--- src/hw/rtl/assert_macros.svh ---
// Concurrent assertion helpers; empty under SYNTH.
`ifndef ASSERT_MACROS_SVH
`define ASSERT_MACROS_SVH

`ifndef SYNTH

`define QPMM_ASSERT_IMP(lbl, clk, rst_n, ante, cons) \
  lbl: assert property (@(posedge clk) disable iff (!rst_n) (ante) |-> (cons)) \
    else $error("same-cycle check failed");

`define QPMM_ASSERT_NEXT(lbl, clk, rst_n, ante, cons) \
  lbl: assert property (@(posedge clk) disable iff (!rst_n) (ante) |=> (cons)) \
    else $error("next-cycle check failed");

`else

`define QPMM_ASSERT_IMP(lbl, clk, rst_n, ante, cons)

`define QPMM_ASSERT_NEXT(lbl, clk, rst_n, ante, cons)

`endif

`endif

--- src/hw/rtl/qpmm_pkg.sv ---
`default_nettype none

package qpmm_pkg;

  localparam int FRAC_BITS  = 8;
  localparam int MOTOR_BITS = 12;

  localparam int ANGLE_W  = 16;
  localparam int CMD_W    = 13;
  localparam int GAIN_W   = 16;
  localparam int COEF_W   = GAIN_W + 2;
  localparam int ERR_IN_W = ANGLE_W + 1;
  localparam int ERR_W    = 24;
  localparam int PID_W    = 32;
  localparam int PROD_W   = COEF_W + ERR_W;
  localparam int ACC_W    = PROD_W + 2;
  localparam int WIDE_W   = 48;
  localparam int MIX_W    = PID_W + 3;

  localparam int CFG_IDX_W  = 3;
  localparam int CFG_DATA_W = 16;

  localparam int THR_BASE  = 4096;
  localparam int THR_SCALE = 1000;
  localparam int THR_SHIFT = 12;

  localparam logic [GAIN_W-1:0]     GAIN_P_RST = 16'd12800;
  localparam logic [GAIN_W-1:0]     GAIN_I_RST = 16'd0;
  localparam logic [GAIN_W-1:0]     GAIN_D_RST = 16'd0;
  localparam logic [MOTOR_BITS-1:0] IDLE_RST   = MOTOR_BITS'(1000);
  localparam logic [MOTOR_BITS-1:0] MAX_RST    = MOTOR_BITS'(2000);

  typedef enum logic [CFG_IDX_W-1:0] {
    CFG_GAIN_P   = 3'd0,
    CFG_GAIN_I   = 3'd1,
    CFG_GAIN_D   = 3'd2,
    CFG_IDLE_VAL = 3'd3,
    CFG_MAX_VAL  = 3'd4
  } cfg_idx_e;

  // Incremental PID coefficients plus motor limits.
  typedef struct packed {
    logic signed [COEF_W-1:0] a0;
    logic signed [COEF_W-1:0] a1;
    logic signed [COEF_W-1:0] a2;
    logic [MOTOR_BITS-1:0]    idle_val;
    logic [MOTOR_BITS-1:0]    max_val;
  } cfg_t;

  // adv1: word leaves the input register, adv2: word enters the output register.
  typedef struct packed {
    logic adv1;
    logic idle1;
    logic adv2;
    logic idle2;
    logic clear;
  } pipe_ctrl_t;

  function automatic logic signed [PID_W-1:0] sat_to_32(input logic signed [WIDE_W-1:0] v);
    if (v[WIDE_W-1:PID_W-1] != {(WIDE_W-PID_W+1){v[WIDE_W-1]}}) begin
      return v[WIDE_W-1] ? {1'b1, {(PID_W-1){1'b0}}} : {1'b0, {(PID_W-1){1'b1}}};
    end
    return v[PID_W-1:0];
  endfunction

  function automatic logic signed [ERR_W-1:0] sat_to_24(input logic signed [WIDE_W-1:0] v);
    if (v[WIDE_W-1:ERR_W-1] != {(WIDE_W-ERR_W+1){v[WIDE_W-1]}}) begin
      return v[WIDE_W-1] ? {1'b1, {(ERR_W-1){1'b0}}} : {1'b0, {(ERR_W-1){1'b1}}};
    end
    return v[ERR_W-1:0];
  endfunction

  // (4096 + cmd) * 1000 / 4096 in Q.FRAC_BITS, from a Q1.12 command, truncated.
  function automatic logic signed [PID_W-1:0] thr_target(input logic [CMD_W-1:0] cmd);
    logic [WIDE_W-1:0] t;
    t = (WIDE_W'(cmd) + WIDE_W'(THR_BASE)) * WIDE_W'(THR_SCALE);
    t = (t << FRAC_BITS) >> THR_SHIFT;
    return t[PID_W-1:0];
  endfunction

  function automatic logic [MOTOR_BITS-1:0] to_motor(input logic signed [MIX_W-1:0] m,
                                                    input logic [MOTOR_BITS-1:0] max_val);
    logic [MIX_W-1:0] v;
    v = MIX_W'(m >>> FRAC_BITS);
    if (m[MIX_W-1]) begin
      return '0;
    end
    if (v > MIX_W'(max_val)) begin
      return max_val;
    end
    return v[MOTOR_BITS-1:0];
  endfunction

endpackage

`default_nettype wire

--- src/hw/rtl/qpmm_cfg_regs.sv ---
`default_nettype none

module qpmm_cfg_regs (
  input  logic                            clk_i,
  input  logic                            rst_ni,
  input  logic                            cfg_we_i,
  input  logic [qpmm_pkg::CFG_IDX_W-1:0]  cfg_idx_i,
  input  logic [qpmm_pkg::CFG_DATA_W-1:0] cfg_data_i,
  output qpmm_pkg::cfg_t                  cfg_o,
  output logic                            gain_wr_o
);
  import qpmm_pkg::*;

  logic signed [GAIN_W-1:0] gain_p_q, gain_i_q, gain_d_q;
  logic [MOTOR_BITS-1:0]    idle_q, max_q;
  cfg_idx_e                 idx;

  assign idx = cfg_idx_e'(cfg_idx_i);

  always_ff @(posedge clk_i or negedge rst_ni) begin
    if (!rst_ni) begin
      gain_p_q <= GAIN_P_RST;
      gain_i_q <= GAIN_I_RST;
      gain_d_q <= GAIN_D_RST;
      idle_q   <= IDLE_RST;
      max_q    <= MAX_RST;
    end else if (cfg_we_i) begin
      case (idx)
        CFG_GAIN_P:   gain_p_q <= cfg_data_i;
        CFG_GAIN_I:   gain_i_q <= cfg_data_i;
        CFG_GAIN_D:   gain_d_q <= cfg_data_i;
        CFG_IDLE_VAL: idle_q   <= cfg_data_i[MOTOR_BITS-1:0];
        CFG_MAX_VAL:  max_q    <= cfg_data_i[MOTOR_BITS-1:0];
        default: ;
      endcase
    end
  end

  assign gain_wr_o = cfg_we_i && (idx inside {CFG_GAIN_P, CFG_GAIN_I, CFG_GAIN_D});

  // a0 = P+I+D, a1 = -(P+2D), a2 = D
  assign cfg_o.a0 = COEF_W'(gain_p_q) + COEF_W'(gain_i_q) + COEF_W'(gain_d_q);
  assign cfg_o.a1 = -(COEF_W'(gain_p_q) + (COEF_W'(gain_d_q) <<< 1));
  assign cfg_o.a2 = COEF_W'(gain_d_q);
  assign cfg_o.idle_val = idle_q;
  assign cfg_o.max_val  = max_q;

endmodule

`default_nettype wire

--- config.mk ---
export PLATFORM = sky130hd
export DESIGN_NAME = qpmm_cfg_regs
export DESIGN_NICKNAME = d
export VERILOG_FILES = /design/src/hw/rtl/assert_macros.svh /design/src/hw/rtl/qpmm_pkg.sv /design/src/hw/rtl/qpmm_cfg_regs.sv
export SDC_FILE = /design/constraint.sdc
export NUM_CORES = 1
export LEC_CHECK = 0
export BUFFER_PORTS_ARGS = -buffer_cell sky130_fd_sc_hd__buf_2
export CORE_MARGIN = 3
export CORE_UTILIZATION = 55
export DETAILED_ROUTE_END_ITERATION = 6
export PLACE_DENSITY_LB_ADDON = 0.05
export SYNTH_ARGS = -nofsm -noshare
export SYNTH_HDL_FRONTEND = slang
export SYNTH_SLANG_ARGS = --single-unit
--- constraint.sdc ---
create_clock -name clk_i -period 7.13 [get_ports clk_i]
set_input_delay 0.713 -clock clk_i [delete_from_list [all_inputs] [get_ports clk_i]]
set_output_delay 0.713 -clock clk_i [all_outputs]
set_load 0.01 [all_outputs]
==> results.yml <==
outcome:
  status: "complete, no violations"
grt:
  grt_pass1_wl_um: 18600
  grt_overflow: 0
  track_usage: 0.234
  grt_pass1_vias: 3747
  grt_max_degree: 73
  antenna_found_initial: 0
floorplanning:
  core_mm2: 0.00842
  die-area_mm2: 0.0101
  die_h_um: 100
  die_w_um: 100
  initial_core_util: 0.583
  rows: 33
  pin_count: 101
critical_path:
  end_kind: "output pin"
  r2r_cells: 1
  worstPathMaxFanout: 3
  start_kind: "register"
  r2r_end: "gain_d_q[15]"
  required_ns: 6.42
  crit_type: "register to output pin"
  critPathArrivalTime_ns: 3.11
  ff2ff_setup_slack_ns: 6.25
  worstReg2RegStart: "gain_d_q[15]"
place:
  dpl.hpwl_um: 8560
  place_inst: 663
  gp_congestion: 0.916
  io_buffers: 100
route:
  met1Wirelength_um: 5430
  wl_met2_um: 4920
  wl_met3_um: 674
  drc_errors: 0
  drt-pass1-iter-count: 4
  route.vias.total: 3800
  drt_iter0_drc: 196
  wl_per_cell_um: 16.4
  via_per_inst: 5.60
  postRouteAntennaNets: 0
  wl_um: 11200
  top_layer: "met4"
synthesis:
  ys_async_sr_fraction: 1.00
  synth_largest_area_cell: "dfrtp_1"
  ys_seq_elements: 72
  synthCells: 473
  synth_top_cell_area_share: 0.291
  ys_warn_count: 0
  synth_top_cells_by_area: "dfrtp_1 29%, ha_1 12%, dfstp_2 8.0%, fa_1 7.3%, mux2_1 6.0%"
  ys_seq_area_frac: 0.371
  yosysUniqueCellTypes: 59
  syn_area_mm2: 0.00491
  ys.flop_type: "dfrtp_1"
  synth_fp_nets: 561
  synth_top_cells_by_count: "57 x dfrtp_1, 48 x ha_1, 47 x nand2_1"
  avgSynthCellArea_um2: 10.4
  yosysMostFrequentCell: "dfrtp_1"
  synth_edf_count: 0
timing:
  setup_tns_ns: 0
  relSlewSlack: 0.265
  fin_crit_ns: 3.83
  slew_violations: 0
  rsz0062_at_grt: "no"
  hold_viol: 0
  fmax_ghz: 0.261
  fin_skew_ns: 0
  finalCritPeriodShare: 0.537
  whs_ns: 0.496
  setup_violations: 0
  tightest_slew_ns: 1.10
power:
  ir_drop_v: 0.000236
  leakagePower_nw: 2.80
  power_mw: 2.74
  power_density_mw_per_mm2: 478
finish:
  n_antenna_cell: 0
  nets: 657
  syn_to_final_growth_pct: 16.8
  stdcell_count: 679
  drive_above_1_share: 0.279
clock_network:
  ctsResizeCount: 0
  post_cts_buffers: 0
  cts.path.max_buffers: 2
  cts_tree: "done"
  numClockSinks: 72
  clock_latency_ns: 0.35
  cts_root_buffer: "clkbuf_8"
  htreeDepth: 3
  cts-buffers-inserted: 9
  cts_hold_buf: 0
  path_clk_slew_ns: 0.08
run:
  cap_violations: 0
min_path:
  hold_path_depth: 1
  whs_endpoint: "idle_q[10]"
  hp-start: "idle_q[10]"
  hold_path.class: "register to register"
-- worst max path at each step --
| stage | startpoint | end | slack, ns | cells past startpoint |
|---|---|---|---|---|
| floorplan | gain_d_q[0] | cfg_o[55] | 3.73 | 9 |
| global placement | gain_d_q[1] | cfg_o[75] | 3.71 | 9 |
| detailed placement | gain_d_q[1] | cfg_o[75] | 3.65 | 9 |
| CTS | gain_d_q[1] | cfg_o[75] | 3.26 | 9 |
| global route | gain_p_q[1] | cfg_o[55] | 2.98 | 10 |
| finish | gain_p_q[1] | cfg_o[57] | 3.30 | 11 |
-- power breakdown --
part           internal (mW)  switching (mW)
combinational          0.784           0.980
sequential             0.509          0.0685
clock                  0.234           0.163
total                   1.53            1.21
-- worst max-delay path: stages, from the launching register on --
cell and delay (ns):
dfrtp_1 0.43, ha_1 0.29, inv_1 0.04, ha_1 0.23, fa_1 0.42, a21o_1 0.18, and4_1 0.24, o2111ai_1 0.30
a21boi_1 0.15, o41ai_1 0.27, nor2_1 0.08, buf_2 0.14
-- cell usage in the layout, fill, tap and decap left out, types with 16 or more instances in the layout --
cell / instances
o21ai_1: 26
buf_2: 100
a21oi_1: 23
o21ai_0: 18
nand2_1: 47
dfrtp_1: 57
fa_1: 18
inv_1: 37
nor2_1: 16
mux2_1: 26
ha_1: 48
-- cell type report --
class                           count  area [µm²]
Sequential cell                    72        1820
Tap cell                          105         131
Inverter                           37         139
Timing Repair Buffer              104         531
Clock buffer                       10         128
Fill cell                         699        2690
Multi-Input combinational cell    345        2870
Clock inverter                      6         115
-- state kept, by name, summed over array words and instances, names as in the netlist --
signal and cells:
gain_d_q 16, gain_i_q 16, gain_p_q 16, idle_q 12, max_q 12
-- logic make-up (layout without fill, tap and decap cells) --
kind of cell / after synthesis / in the layout / synth area share
adders and majority gates: 66 / 66 / 0.196
muxes: 42 / 42 / 0.0961
AOI/OAI and AO/OA: 118 / 118 / 0.155
and+or+nand+nor: 95 / 95 / 0.0912
DFF: 72 / 72 / 0.371
buffers and inverters: 56 / 157 / 0.0479
xor gates and xnor gates: 24 / 24 / 0.0428
-- metal layers --
layer	global-route usage	up-vias
li1	-	1873
met1	0.345	1800
met2	0.353	114
met3	0.0491	13
met4	0.0622	0
met5	0	-
-- metrics by stage --
step,cell area [µm²],utilization,setup WS (ns)
after floorplan,4910,-,3.73
after global placement,5490,0.652,3.71
after detailed placement,5490,0.652,3.65
after CTS,5730,0.681,3.26
after global routing,5730,0.681,2.98
final,5730,0.681,3.30
Note: power is estimated with default switching activity, not from simulation.
