## config.mk

```make
export PLATFORM = sky130hd
export DESIGN_NAME = qpmm_axis_pid
export DESIGN_NICKNAME = d
export VERILOG_FILES = /design/src/hw/rtl/assert_macros.svh /design/src/hw/rtl/qpmm_pkg.sv /design/src/hw/rtl/qpmm_axis_pid.sv
export SDC_FILE = /design/constraint.sdc
export NUM_CORES = 2
export LEC_CHECK = 0
export ABC_AREA = 1
export ABC_CLOCK_PERIOD_IN_PS = 8000
export BUFFER_PORTS_ARGS = -buffer_cell sky130_fd_sc_hd__buf_2
export CORE_MARGIN = 1.5
export CORE_UTILIZATION = 55
export DETAILED_ROUTE_END_ITERATION = 6
export HOLD_SLACK_MARGIN = 0.08
export PLACE_DENSITY = 0.72
export RECOVER_POWER = 50
export SETUP_SLACK_MARGIN = 0.4
export SLEW_MARGIN = 30
export SYNTH_ARGS = -nofsm -noshare
export SYNTH_HDL_FRONTEND = slang
export SYNTH_SLANG_ARGS = --single-unit
```

## constraint.sdc

```tcl
create_clock -name clk_i -period 8 [get_ports clk_i]
set_clock_uncertainty 0.15 [all_clocks]
set_input_delay 0.4 -clock clk_i [delete_from_list [all_inputs] [get_ports clk_i]]
set_output_delay 0.4 -clock clk_i [all_outputs]
set_load 0.03 [all_outputs]
```

## src/hw/rtl/assert_macros.svh

```systemverilog
// Concurrent assertion helpers; empty under SYNTH.
`ifndef ASSERT_MACROS_SVH
`define ASSERT_MACROS_SVH

`ifndef SYNTH

`define QPMM_ASSERT_IMP(lbl, clk, rst_n, ante, cons) \
  lbl: assert property (@(posedge clk) disable iff (!rst_n) (ante) |-> (cons)) \
    else $error("same-cycle check failed");

`define QPMM_ASSERT_NEXT(lbl, clk, rst_n, ante, cons) \
  lbl: assert property (@(posedge clk) disable iff (!rst_n) (ante) |=> (cons)) \
    else $error("next-cycle check failed");

`else

`define QPMM_ASSERT_IMP(lbl, clk, rst_n, ante, cons)

`define QPMM_ASSERT_NEXT(lbl, clk, rst_n, ante, cons)

`endif

`endif

```

## src/hw/rtl/qpmm_pkg.sv

```systemverilog
`default_nettype none

package qpmm_pkg;

  localparam int FRAC_BITS  = 8;
  localparam int MOTOR_BITS = 12;

  localparam int ANGLE_W  = 16;
  localparam int CMD_W    = 13;
  localparam int GAIN_W   = 16;
  localparam int COEF_W   = GAIN_W + 2;
  localparam int ERR_IN_W = ANGLE_W + 1;
  localparam int ERR_W    = 24;
  localparam int PID_W    = 32;
  localparam int PROD_W   = COEF_W + ERR_W;
  localparam int ACC_W    = PROD_W + 2;
  localparam int WIDE_W   = 48;
  localparam int MIX_W    = PID_W + 3;

  localparam int CFG_IDX_W  = 3;
  localparam int CFG_DATA_W = 16;

  localparam int THR_BASE  = 4096;
  localparam int THR_SCALE = 1000;
  localparam int THR_SHIFT = 12;

  localparam logic [GAIN_W-1:0]     GAIN_P_RST = 16'd12800;
  localparam logic [GAIN_W-1:0]     GAIN_I_RST = 16'd0;
  localparam logic [GAIN_W-1:0]     GAIN_D_RST = 16'd0;
  localparam logic [MOTOR_BITS-1:0] IDLE_RST   = MOTOR_BITS'(1000);
  localparam logic [MOTOR_BITS-1:0] MAX_RST    = MOTOR_BITS'(2000);

  typedef enum logic [CFG_IDX_W-1:0] {
    CFG_GAIN_P   = 3'd0,
    CFG_GAIN_I   = 3'd1,
    CFG_GAIN_D   = 3'd2,
    CFG_IDLE_VAL = 3'd3,
    CFG_MAX_VAL  = 3'd4
  } cfg_idx_e;

  // Incremental PID coefficients plus motor limits.
  typedef struct packed {
    logic signed [COEF_W-1:0] a0;
    logic signed [COEF_W-1:0] a1;
    logic signed [COEF_W-1:0] a2;
    logic [MOTOR_BITS-1:0]    idle_val;
    logic [MOTOR_BITS-1:0]    max_val;
  } cfg_t;

  // adv1: word leaves the input register, adv2: word enters the output register.
  typedef struct packed {
    logic adv1;
    logic idle1;
    logic adv2;
    logic idle2;
    logic clear;
  } pipe_ctrl_t;

  function automatic logic signed [PID_W-1:0] sat_to_32(input logic signed [WIDE_W-1:0] v);
    if (v[WIDE_W-1:PID_W-1] != {(WIDE_W-PID_W+1){v[WIDE_W-1]}}) begin
      return v[WIDE_W-1] ? {1'b1, {(PID_W-1){1'b0}}} : {1'b0, {(PID_W-1){1'b1}}};
    end
    return v[PID_W-1:0];
  endfunction

  function automatic logic signed [ERR_W-1:0] sat_to_24(input logic signed [WIDE_W-1:0] v);
    if (v[WIDE_W-1:ERR_W-1] != {(WIDE_W-ERR_W+1){v[WIDE_W-1]}}) begin
      return v[WIDE_W-1] ? {1'b1, {(ERR_W-1){1'b0}}} : {1'b0, {(ERR_W-1){1'b1}}};
    end
    return v[ERR_W-1:0];
  endfunction

  // (4096 + cmd) * 1000 / 4096 in Q.FRAC_BITS, from a Q1.12 command, truncated.
  function automatic logic signed [PID_W-1:0] thr_target(input logic [CMD_W-1:0] cmd);
    logic [WIDE_W-1:0] t;
    t = (WIDE_W'(cmd) + WIDE_W'(THR_BASE)) * WIDE_W'(THR_SCALE);
    t = (t << FRAC_BITS) >> THR_SHIFT;
    return t[PID_W-1:0];
  endfunction

  function automatic logic [MOTOR_BITS-1:0] to_motor(input logic signed [MIX_W-1:0] m,
                                                    input logic [MOTOR_BITS-1:0] max_val);
    logic [MIX_W-1:0] v;
    v = MIX_W'(m >>> FRAC_BITS);
    if (m[MIX_W-1]) begin
      return '0;
    end
    if (v > MIX_W'(max_val)) begin
      return max_val;
    end
    return v[MOTOR_BITS-1:0];
  endfunction

endpackage

`default_nettype wire

```

## src/hw/rtl/qpmm_axis_pid.sv

```systemverilog
`default_nettype none

module qpmm_axis_pid (
  input  logic                                clk_i,
  input  logic                                rst_ni,
  input  qpmm_pkg::pipe_ctrl_t                ctrl_i,
  input  qpmm_pkg::cfg_t                      cfg_i,
  input  logic signed [qpmm_pkg::ERR_IN_W-1:0] err_i,
  output logic signed [qpmm_pkg::PID_W-1:0]   pid_d_o
);
  import qpmm_pkg::*;

  logic signed [ERR_W-1:0]  err_cur, err_last_q, err_before_q;
  logic signed [COEF_W-1:0] a0, a1, a2;
  logic signed [PROD_W-1:0] prod0_d, prod1_d, prod2_d;
  logic signed [PROD_W-1:0] prod0_q, prod1_q, prod2_q;
  logic signed [ACC_W-1:0]  acc, incr;
  logic signed [PID_W-1:0]  pid_q;

  // 17-bit error input always fits the 24-bit error range
  assign err_cur = ERR_W'(err_i);
  assign a0 = cfg_i.a0;
  assign a1 = cfg_i.a1;
  assign a2 = cfg_i.a2;

  assign prod0_d = a0 * err_cur;
  assign prod1_d = a1 * err_last_q;
  assign prod2_d = a2 * err_before_q;

  always_ff @(posedge clk_i) begin
    if (ctrl_i.adv1) begin
      prod0_q <= prod0_d;
      prod1_q <= prod1_d;
      prod2_q <= prod2_d;
    end
  end

  always_ff @(posedge clk_i or negedge rst_ni) begin
    if (!rst_ni) begin
      err_last_q   <= '0;
      err_before_q <= '0;
    end else if (ctrl_i.clear || (ctrl_i.adv1 && ctrl_i.idle1)) begin
      err_last_q   <= '0;
      err_before_q <= '0;
    end else if (ctrl_i.adv1) begin
      err_before_q <= err_last_q;
      err_last_q   <= err_cur;
    end
  end

  // floor shift of the product sum, then saturating accumulate
  assign acc  = ACC_W'(prod0_q) + ACC_W'(prod1_q) + ACC_W'(prod2_q);
  assign incr = acc >>> FRAC_BITS;
  assign pid_d_o = sat_to_32(WIDE_W'(pid_q) + WIDE_W'(incr));

  always_ff @(posedge clk_i or negedge rst_ni) begin
    if (!rst_ni) begin
      pid_q <= '0;
    end else if (ctrl_i.clear || (ctrl_i.adv2 && ctrl_i.idle2)) begin
      pid_q <= '0;
    end else if (ctrl_i.adv2) begin
      pid_q <= pid_d_o;
    end
  end

endmodule

`default_nettype wire

```

==> summary.md <==
| Metric | Value |
|---|---|
| Run status | complete, but fails checks |
| Failing checks | capacitance limit, slew limit |
| Final HPWL DP | 104000 um |
| Worst-path clk slew | 0.08 ns |
| Total Negative Setup Slacks | 0 ns |
| Period utilisation layout | 91.5% |
| Initial Util | 55.7% |
| Pin count of the biggest net entering global routing | 67 |
| Final Hold Viols | 0 |
| Req. time, crit path | 8.13 ns |
| WL per Instance | between 15 and 20 um |
| Initial antenna violation count | 1 |
| WP data arrival | 7.44 ns |
| Syn. warnings | 0 |
| Cell Rows | 108 |
| Slowest-stage cell, CP | clkbuf_1 |
| WHS | about 0.32 ns |
| Count of final setup violators | 0 |
| Mean Syn Cell Area | 8.19 sq um |
| Worst Path Class, Setup | flip-flop to flip-flop |
| Num Clock Sinks | 185 |
| Core area | 0.0870 sq mm |
| Startpoint Class | flip-flop |
| Largest delay contributor family on the critical path | adder cells |
| Worst Tran Pin Value | 3.99 ns |
| Number of synthesized flops with an enable pin | around 120 |
| GPL Wtd Cong | about 0.96 |
| Area of the multi-input gates | roughly 0.036 sq mm |
| Most used cell, CP | fa_1 |
| Syn nets | between 7000 and 8000 |
| Sequential share of the synthesized area | ~11% |
| Area grow syn2layout | 4.15% |
| Worst-path cell chain | clkbuf_1 > inv_1 > nand2_1 > fa_1 > fa_1 > inv_1 > fa_1 > inv_1 > fa_1 > fa_1 > inv_1 > fa_1 > ha_1 > nand2_1 > nor2_1 > nand2_1 > o21ai_0 > a21boi_0 > o21ai_0 > nand2_1 > nand2_1 > xor2_1 |
| Ys flop type | edfxtp_1 |
| Top-area cell type share of the netlist area | 41.7% |
| IO buf count | 109 |
| Vias | 37100 |
| Overall Global Routing Usage | roughly 29% |
| Nets | 7320 |
| H-tree depth | 4 |
| Ranking of synthesized cells by area | fa_1, inv_1, nand2_1, ha_1, edfxtp_1 |
| Root buffer cell | clkbuf_16 |
| Flip-flop and latch area | 0.00523 sq mm |
| Routed vias/inst | about 5.3 |
| Critical path fanouts, max | 18 |
| Worst hold-check path type | input port to flip-flop |
| CP Capture Type | flip-flop |
| Fillcell total | 7908 |
| Detailed Routing Iterations Pass 1 | 7 |
| GR Overflow Total | 0 |
| Max_cap viols | 5 |
| CTS Buffer Depth | 2 |
| Routed WL | about 120000 um |
| First-pass GRT wire length | between 200000 and 250000 um |
| Syn Inst Count | slightly below 6000 |
| Synth cell types | around 50 |
| Relative slew slack | -166% |
| Reg2reg setup slack | 0.68 ns |
| Number of register bits inferred by synthesis | 185 |
| DRT iter0 DRCs | 2530 |
| Slew Limit Fails | roughly 240 |
| Buf/Inv on CP | 5 |
| Top Ports | 134 |
| CTS tree | done |
| Share of layout cells above drive strength 1 | 4.11% |
| Largest stage delay on the critical path | 0.92 ns |
| Die Footprint | roughly 0.09 sq mm |
| Synth area leader | fa_1 |
| DRC Markers | 0 |
| Total CTS buffers | 17 |
| Die width | 300 um |
| Vias in the first global route | 39100 |
| Async SR Flop Fraction | 35.7% |
| Clk_lat worst skew | 0.46 ns |
| Maximum operating frequency | 0.137 GHz |
| Min Tclk post-route | 7.32 ns |
| Die extent in y | 300 um |
| Post-Syn Area | 0.0485 sq mm |
| RSZ-0062 raised after global routing | no |
| Post-DRT Antenna Nets | 0 |
==> state kept, by name, summed over array words and instances, names as in the netlist <==
signal	count
pid_q	32
prod2_q	42
err_before_q	17
err_last_q	17
prod0_q	35
prod1_q	42
==> placed cells by master, fill, tap and decap left out, drive strengths merged, types with 10 or more instances in the layout <==
cell type and instances:
o21ai 122, xor2 98, edfxtp 119, xnor2 65, or2 19, nand3 81, nor3 19, nand4 47
o21bai 10, inv 1669, nor2 228, o22ai 18, a21o 14, a31oi 34, clkbuf 24, a21oi 212
buf 138, dfrtp 66, ha 360, fa 1009, nand2 1430, o21a 19
==> final cells by class <==
cell class,count,share of cell area (%)
multi-input cells,3834,71.5
inverters,1665,12.4
flip-flops and latches,185,10.4
well taps,1155,2.86
repair buffers,146,1.60
clock buffers,17,0.842
clock inverters,15,0.448
diodes,1,0.00495
==> cell families after synthesis <==
| logic type | Yosys count | share of synthesized area [%] |
|---|---|---|
| compound gates | 469 | 5.47 |
| xor+xnor | 163 | 2.94 |
| mux | 1 | 0.0206 |
| simple gates | 1832 | 15.1 |
| flops | 185 | 10.8 |
| fa+ha+maj | 1369 | 50.9 |
| buf+inv | 1901 | 14.8 |
==> through the flow <==
stage          utilization, %  cell area (sq um)  instances  setup slack (ns)
2_1_floorplan               -              48500       5920              1.55
5_1_grt                  58.0              50500       7018             0.384
3_5_place_dp             57.3              49800       6984             0.949
4_1_cts                  58.0              50500       7017             0.782
6_report                 58.0              50500       7018             0.683
3_3_place_gp             57.3              49800       6984              1.02
==> per-layer routing <==
metal	part of all wire (%)	wire (um)	track usage, %
met1	42	52500	40.0
met2	49	60700	49.5
met4	2.6	3180	7.03
met5	0	0	0
met3	6.4	8020	3.13
==> synthesized netlist by cell type (34+ instances only) <==
| cell | number |
|---|---|
| nand3_1 | 78 |
| nor2_1 | 225 |
| nand4_1 | 47 |
| xor2_1 | 98 |
| nand2_2 | 36 |
| dfrtp_1 | 66 |
| inv_1 | 1661 |
| fa_1 | 1009 |
| a21oi_1 | 212 |
| a31oi_1 | 34 |
| clkbuf_1 | 187 |
| ha_1 | 360 |
| edfxtp_1 | 119 |
| xnor2_1 | 65 |
| o21ai_0 | 119 |
| nand2_1 | 1394 |
| buf_1 | 37 |
==> tightest hold or removal path, stage by stage <==
cell,delay [ns]
buf_2,0.15
nor2_2,0.16
nand3_1,0.10
o21ai_0,0.07
==> worst paths after layout <==
path,startpoint,to,cells after the start
setup / recovery,err_before_q[0],prod2_q[31],22
hold / removal,ctrl_i[3],err_last_q[6],4
setup reg to reg,err_before_q[0],prod2_q[31],22
hold reg to reg,pid_q[12],pid_q[12],2
max in group asynchronous,rst_ni,err_last_q[9],3
min in group asynchronous,rst_ni,pid_q[4],3
==> repair_timing <==
action | in CTS | in global routing
hold buffers | 1 | 0
resized for setup | 0 | 4
endpoints found under the hold margin | 66 | 0
setup endpoints to repair | 0 | 31
buffers inserted | 0 | 0
Power is left out: the tool's default activity adds up to more than one toggle a clock period on the data nets, which glitch-free logic cannot reach.
