==> src/hw/rtl/assert_macros.svh <==
// Concurrent assertion helpers; empty under SYNTH.
`ifndef ASSERT_MACROS_SVH
`define ASSERT_MACROS_SVH

`ifndef SYNTH

`define QPMM_ASSERT_IMP(lbl, clk, rst_n, ante, cons) \
  lbl: assert property (@(posedge clk) disable iff (!rst_n) (ante) |-> (cons)) \
    else $error("same-cycle check failed");

`define QPMM_ASSERT_NEXT(lbl, clk, rst_n, ante, cons) \
  lbl: assert property (@(posedge clk) disable iff (!rst_n) (ante) |=> (cons)) \
    else $error("next-cycle check failed");

`else

`define QPMM_ASSERT_IMP(lbl, clk, rst_n, ante, cons)

`define QPMM_ASSERT_NEXT(lbl, clk, rst_n, ante, cons)

`endif

`endif

==> src/hw/rtl/qpmm_pkg.sv <==
`default_nettype none

package qpmm_pkg;

  localparam int FRAC_BITS  = 8;
  localparam int MOTOR_BITS = 12;

  localparam int ANGLE_W  = 16;
  localparam int CMD_W    = 13;
  localparam int GAIN_W   = 16;
  localparam int COEF_W   = GAIN_W + 2;
  localparam int ERR_IN_W = ANGLE_W + 1;
  localparam int ERR_W    = 24;
  localparam int PID_W    = 32;
  localparam int PROD_W   = COEF_W + ERR_W;
  localparam int ACC_W    = PROD_W + 2;
  localparam int WIDE_W   = 48;
  localparam int MIX_W    = PID_W + 3;

  localparam int CFG_IDX_W  = 3;
  localparam int CFG_DATA_W = 16;

  localparam int THR_BASE  = 4096;
  localparam int THR_SCALE = 1000;
  localparam int THR_SHIFT = 12;

  localparam logic [GAIN_W-1:0]     GAIN_P_RST = 16'd12800;
  localparam logic [GAIN_W-1:0]     GAIN_I_RST = 16'd0;
  localparam logic [GAIN_W-1:0]     GAIN_D_RST = 16'd0;
  localparam logic [MOTOR_BITS-1:0] IDLE_RST   = MOTOR_BITS'(1000);
  localparam logic [MOTOR_BITS-1:0] MAX_RST    = MOTOR_BITS'(2000);

  typedef enum logic [CFG_IDX_W-1:0] {
    CFG_GAIN_P   = 3'd0,
    CFG_GAIN_I   = 3'd1,
    CFG_GAIN_D   = 3'd2,
    CFG_IDLE_VAL = 3'd3,
    CFG_MAX_VAL  = 3'd4
  } cfg_idx_e;

  // Incremental PID coefficients plus motor limits.
  typedef struct packed {
    logic signed [COEF_W-1:0] a0;
    logic signed [COEF_W-1:0] a1;
    logic signed [COEF_W-1:0] a2;
    logic [MOTOR_BITS-1:0]    idle_val;
    logic [MOTOR_BITS-1:0]    max_val;
  } cfg_t;

  // adv1: word leaves the input register, adv2: word enters the output register.
  typedef struct packed {
    logic adv1;
    logic idle1;
    logic adv2;
    logic idle2;
    logic clear;
  } pipe_ctrl_t;

  function automatic logic signed [PID_W-1:0] sat_to_32(input logic signed [WIDE_W-1:0] v);
    if (v[WIDE_W-1:PID_W-1] != {(WIDE_W-PID_W+1){v[WIDE_W-1]}}) begin
      return v[WIDE_W-1] ? {1'b1, {(PID_W-1){1'b0}}} : {1'b0, {(PID_W-1){1'b1}}};
    end
    return v[PID_W-1:0];
  endfunction

  function automatic logic signed [ERR_W-1:0] sat_to_24(input logic signed [WIDE_W-1:0] v);
    if (v[WIDE_W-1:ERR_W-1] != {(WIDE_W-ERR_W+1){v[WIDE_W-1]}}) begin
      return v[WIDE_W-1] ? {1'b1, {(ERR_W-1){1'b0}}} : {1'b0, {(ERR_W-1){1'b1}}};
    end
    return v[ERR_W-1:0];
  endfunction

  // (4096 + cmd) * 1000 / 4096 in Q.FRAC_BITS, from a Q1.12 command, truncated.
  function automatic logic signed [PID_W-1:0] thr_target(input logic [CMD_W-1:0] cmd);
    logic [WIDE_W-1:0] t;
    t = (WIDE_W'(cmd) + WIDE_W'(THR_BASE)) * WIDE_W'(THR_SCALE);
    t = (t << FRAC_BITS) >> THR_SHIFT;
    return t[PID_W-1:0];
  endfunction

  function automatic logic [MOTOR_BITS-1:0] to_motor(input logic signed [MIX_W-1:0] m,
                                                    input logic [MOTOR_BITS-1:0] max_val);
    logic [MIX_W-1:0] v;
    v = MIX_W'(m >>> FRAC_BITS);
    if (m[MIX_W-1]) begin
      return '0;
    end
    if (v > MIX_W'(max_val)) begin
      return max_val;
    end
    return v[MOTOR_BITS-1:0];
  endfunction

endpackage

`default_nettype wire

==> src/hw/rtl/qpmm_lift_mix.sv <==
`default_nettype none
`include "assert_macros.svh"

module qpmm_lift_mix (
  input  logic                                 clk_i,
  input  logic                                 rst_ni,
  input  qpmm_pkg::pipe_ctrl_t                 ctrl_i,
  input  qpmm_pkg::cfg_t                       cfg_i,
  input  logic [qpmm_pkg::CMD_W-1:0]           cmd_i,
  input  logic signed [qpmm_pkg::PID_W-1:0]    roll_i,
  input  logic signed [qpmm_pkg::PID_W-1:0]    pitch_i,
  input  logic signed [qpmm_pkg::PID_W-1:0]    yaw_i,
  output logic [qpmm_pkg::MOTOR_BITS-1:0]      motor_fl_o,
  output logic [qpmm_pkg::MOTOR_BITS-1:0]      motor_fr_o,
  output logic [qpmm_pkg::MOTOR_BITS-1:0]      motor_rl_o,
  output logic [qpmm_pkg::MOTOR_BITS-1:0]      motor_rr_o
);
  import qpmm_pkg::*;

  logic signed [PID_W-1:0] target_q;
  logic signed [ERR_W-1:0] lift_last_q, le_d;
  logic signed [PID_W-1:0] lift_out_q, lift_d;
  logic signed [PID_W-1:0] base_q, base_d;
  logic signed [PID_W-1:0] mean_q;
  logic signed [MIX_W-1:0] mix_fl, mix_fr, mix_rl, mix_rr;

  always_ff @(posedge clk_i) begin
    if (ctrl_i.adv1) begin
      target_q <= thr_target(cmd_i);
    end
  end

  // throttle loop: P=1 incremental form on target minus previous mean
  assign le_d   = sat_to_24(WIDE_W'(target_q) - WIDE_W'(mean_q));
  assign lift_d = sat_to_32(WIDE_W'(lift_out_q) + WIDE_W'(le_d) - WIDE_W'(lift_last_q));
  assign base_d = sat_to_32(WIDE_W'(base_q) + WIDE_W'(lift_d));

  always_ff @(posedge clk_i or negedge rst_ni) begin
    if (!rst_ni) begin
      lift_last_q <= '0;
      lift_out_q  <= '0;
      base_q      <= '0;
      mean_q      <= '0;
    end else begin
      if (ctrl_i.adv2 && ctrl_i.idle2) begin
        lift_last_q <= '0;
        lift_out_q  <= '0;
      end else if (ctrl_i.adv2) begin
        lift_last_q <= le_d;
        lift_out_q  <= lift_d;
      end
      if (ctrl_i.clear || (ctrl_i.adv2 && ctrl_i.idle2)) begin
        base_q <= '0;
      end else if (ctrl_i.adv2) begin
        base_q <= base_d;
      end
      // mean of the unclamped mix is just the base; survives idle and gain writes
      if (ctrl_i.adv2 && !ctrl_i.idle2) begin
        mean_q <= base_d;
      end
    end
  end

  assign mix_fl = MIX_W'(base_d) + MIX_W'(roll_i) - MIX_W'(pitch_i) + MIX_W'(yaw_i);
  assign mix_fr = MIX_W'(base_d) - MIX_W'(roll_i) - MIX_W'(pitch_i) - MIX_W'(yaw_i);
  assign mix_rl = MIX_W'(base_d) + MIX_W'(roll_i) + MIX_W'(pitch_i) - MIX_W'(yaw_i);
  assign mix_rr = MIX_W'(base_d) - MIX_W'(roll_i) + MIX_W'(pitch_i) + MIX_W'(yaw_i);

  assign motor_fl_o = to_motor(mix_fl, cfg_i.max_val);
  assign motor_fr_o = to_motor(mix_fr, cfg_i.max_val);
  assign motor_rl_o = to_motor(mix_rl, cfg_i.max_val);
  assign motor_rr_o = to_motor(mix_rr, cfg_i.max_val);

  `QPMM_ASSERT_NEXT(a_gain_wr_clears_base, clk_i, rst_ni, ctrl_i.clear, base_q == '0)
  `QPMM_ASSERT_NEXT(a_idle_clears_lift, clk_i, rst_ni, ctrl_i.adv2 && ctrl_i.idle2, (lift_out_q == '0) && (lift_last_q == '0) && (base_q == '0))
  `QPMM_ASSERT_NEXT(a_mean_tracks_base, clk_i, rst_ni, ctrl_i.adv2 && !ctrl_i.idle2 && !ctrl_i.clear, mean_q == base_q)

endmodule

`default_nettype wire
==> config.mk <==
export PLATFORM = sky130hd
export DESIGN_NAME = qpmm_lift_mix
export DESIGN_NICKNAME = d
export VERILOG_FILES = /design/src/hw/rtl/qpmm_pkg.sv /design/src/hw/rtl/qpmm_lift_mix.sv
export VERILOG_INCLUDE_DIRS = /design/src /design/src/hw/rtl
export SDC_FILE = /design/constraint.sdc
export NUM_CORES = 1
export LEC_CHECK = 0
export BUFFER_PORTS_ARGS = -buffer_cell sky130_fd_sc_hd__buf_4
export CAP_MARGIN = 5
export CORE_MARGIN = 1
export CORE_UTILIZATION = 35
export DETAILED_ROUTE_END_ITERATION = 10
export GPL_ROUTABILITY_DRIVEN = 0
export GPL_TIMING_DRIVEN = 0
export HOLD_SLACK_MARGIN = 0.15
export PLACE_DENSITY_LB_ADDON = 0.25
export RECOVER_POWER = 50
export SKIP_LAST_GASP = 1
export SLEW_MARGIN = 20
export SYNTH_ARGS = -nofsm -noshare
export SYNTH_HDL_FRONTEND = slang
export SYNTH_SLANG_ARGS = --single-unit
==> constraint.sdc <==
create_clock -name clk_i -period 39.9 [get_ports clk_i]
set_input_delay 3.99 -clock clk_i [delete_from_list [all_inputs] [get_ports clk_i]]
set_output_delay 3.99 -clock clk_i [all_outputs]
set_load 0.05 [all_outputs]
==> results.sh <==
export IMPL_cts_root_buf="clkbuf_16"
export IMPL_grt_max_degree=65
export IMPL_synthAdderAreaFrac_pct=31.4
export IMPL_crit_top_cell="a21oi_1"
export IMPL_die_h_um=287
export IMPL_grt_pass1_vias=24200
export IMPL_ioPinCount=242
export IMPL_yosysTopAreaCell="ha_1"
export IMPL_antenna_found_initial=4
export IMPL_path_delay_family="compound AO/OA/AOI/OAI gates"
export IMPL_setup_tns_ns=0
export IMPL_synth_compound_area_share_pct=24.9
export IMPL_hold_slack_ns=0.488
export IMPL_cpMaxStageDelayCell="o21ai_1"
export IMPL_cts_max_path_buffers=2
export IMPL_worstReg2RegStart="mean_q[0]$_DFFE_PN0P_"
export IMPL_clock_sinks=140
export IMPL_cts_buffers=17
export IMPL_path_clk_slew_ns=0.06
export IMPL_cts_tree="built"
export IMPL_ys_seq_area_share_pct=12.7
export IMPL_syn_inst=3466
export IMPL_async_flop_share_pct=85.7
export IMPL_drt_initial_drc_count=2075
export IMPL_worst_pin_slew_ns=3.64
export IMPL_core_area_um2=80400
export IMPL_yosys_warnings=0
export IMPL_drc_errors=0
export IMPL_synth_area_per_cell_um2=8.18
export IMPL_rsz0062_at_grt="false"
export IMPL_arrival_ns=22.98
export IMPL_via_per_inst=5.42
export IMPL_path_max_fanout=10
export IMPL_grt_pass1_wl_um=138000
export IMPL_setup_viol=0
export IMPL_outcome="finished, violations left"
export IMPL_whs_path_depth=1
export IMPL_synth_mux_area_fraction_pct=2.03
export IMPL_vias=25700
export IMPL_synth_edf_count=20
export IMPL_finalMaxSlewViolations=123
export IMPL_synth_ff_type="dfrtp_1"
export IMPL_slew_headroom_pct=-143
export IMPL_cp_start_kind="flop"
export IMPL_finClkSkew_ns=0.00936
export IMPL_post_cts_resize_count=0
export IMPL_overflow=0
export IMPL_synth_xor_area_share_pct=6.76
export IMPL_cts_htree_levels=4
export IMPL_worstRegToRegCells=43
export IMPL_cp_end_kind="primary output"
export IMPL_hold_path_class="reg -> reg"
export IMPL_ys_ff_latch=140
export IMPL_antenna_cells=0
export IMPL_avgRoutedWirePerCell_um=18.8
export IMPL_post_cts_buffers=0
export IMPL_yosys_top_cells_count="inv_1, ha_1, a21oi_1"
export IMPL_required_ns=35.91
export IMPL_synth_top_family_by_area="adder cells"
export IMPL_area_growth_syn_to_layout_pct=11.6
export IMPL_std_cell_rows=104
export IMPL_violations="max-capacitance violations, max-slew violations"
export IMPL_yosysMostFrequentCell="inv_1"
export IMPL_synthSimpleGateAreaFrac_pct=13.7
export IMPL_finalCritPeriodShare_pct=67.6
export IMPL_port_buffers=173
export IMPL_regToRegSetupSlack_ns=25.65
export IMPL_initial_core_util_pct=35.3
export IMPL_slowest_delay_ns=0.93
export IMPL_drtPass1Iterations=5
export IMPL_fillerInstances=8399
export IMPL_routed_wl_um=89100
export IMPL_holdBufCountCts=0
export IMPL_grt_use_total_pct=21.4
export IMPL_fin_crit_ns=26.97
export IMPL_die_area_um2=82200
export IMPL_yosys_top_cells_area="ha_1, fa_1, dfrtp_1"
export IMPL_hold_viol_final=0
export IMPL_syn_area_um2=28400
export IMPL_hold_path_endpoint="lift_last_q[6]$_DFFE_PN0P_"
export IMPL_pre_cts_ws_ns=13.82
export IMPL_finalWorstSetupSlack_ns=12.93
export IMPL_hp_start="lift_last_q[6]$_DFFE_PN0P_"
export IMPL_syn_num_nets=4247
export IMPL_r2r_end="mean_q[18]$_DFFE_PN0P_"
export IMPL_yosysTopAreaCellShare_pct=16.9
export IMPL_fin_nets=4440
export IMPL_drive_above_1_share_pct=8.31
export IMPL_drv_cap=2
export IMPL_max_freq_ghz=0.0371
export IMPL_clkLatencyLatePin_ns=0.45
export IMPL_die_width_um=287
export IMPL_critPathKind="reg -> out"
export IMPL_critPathBufInv=10
export IMPL_dp_hpwl_um=76600
export IMPL_antenna_left=0
export IMPL_synthDistinctLibCells=111
-- per-layer routing --
layer	GRT usage [%]	part of all wire, %
met5	0	0.026
met4	4.12	1.6
met3	3.39	6.0
met2	32.3	43
met1	31.9	49
-- cells in the final DEF (no fill, tap or decap), types with 36 or more instances in the layout --
master and count:
nand2_1 187, nand3_1 76, xnor2_1 147, buf_4 172, fa_1 204, o21bai_1 50
nor2b_1 36, inv_1 512, nand2b_1 42, a21oi_1 304, a21o_1 131, clkbuf_1 87
o21ai_1 54, o21ai_0 165, xor2_1 70, o221ai_1 50, nor3_1 53, ha_1 383
nor2_1 205, dfrtp_1 120
-- through the flow --
step                      util [%]  std cells  instance area, um^2
after global placement        38.5       4699                31000
after floorplan                  -       3466                28400
final                         39.3       4732                31600
after global routing          39.3       4732                31600
after detailed placement      38.6       4700                31000
after CTS                     39.4       4732                31700
-- sequential cells by signal (all words and copies together), names as in the netlist --
name and flops:
mean_q 32, lift_last_q 24, base_q 32, lift_out_q 32, target_q 20
-- cells by family after synthesis --
group,count (synthesis)
xor gates and xnor gates,218
AOI/OAI and AO/OA,1063
buffers and inverters,622
muxes,55
adders and majority gates,591
DFF,140
and+or+nand+nor,777
-- area by class of cell --
type                       count  area [um^2]  share of cell area (%)
clock buffer                  22          495                    1.57
multi-input combinational   2704        22400                    70.7
buffer                       106          464                    1.47
sequential                   140         3600                    11.4
timing repair buffer         174         1290                    4.07
tap                         1060         1330                    4.19
clock inverter                10          159                   0.502
inverter                     516         1940                    6.12
-- worst max-delay path by stage --
stage	cells after the start	endpoint	start	slack (ns)
finish	78	motor_fl_o[1]	mean_q[0]$_DFFE_PN0P_	12.93
global route	78	motor_fl_o[1]	mean_q[0]$_DFFE_PN0P_	11.34
CTS	78	motor_fl_o[1]	mean_q[0]$_DFFE_PN0P_	13.22
detailed placement	78	motor_fl_o[1]	mean_q[0]$_DFFE_PN0P_	13.82
global placement	78	motor_fl_o[1]	mean_q[0]$_DFFE_PN0P_	13.78
floorplan	73	motor_rl_o[1]	mean_q[0]$_DFFE_PN0P_	19.23
Power is not shown: default switching activity piles up to over one toggle a cycle in this logic, so the estimate is an artifact.
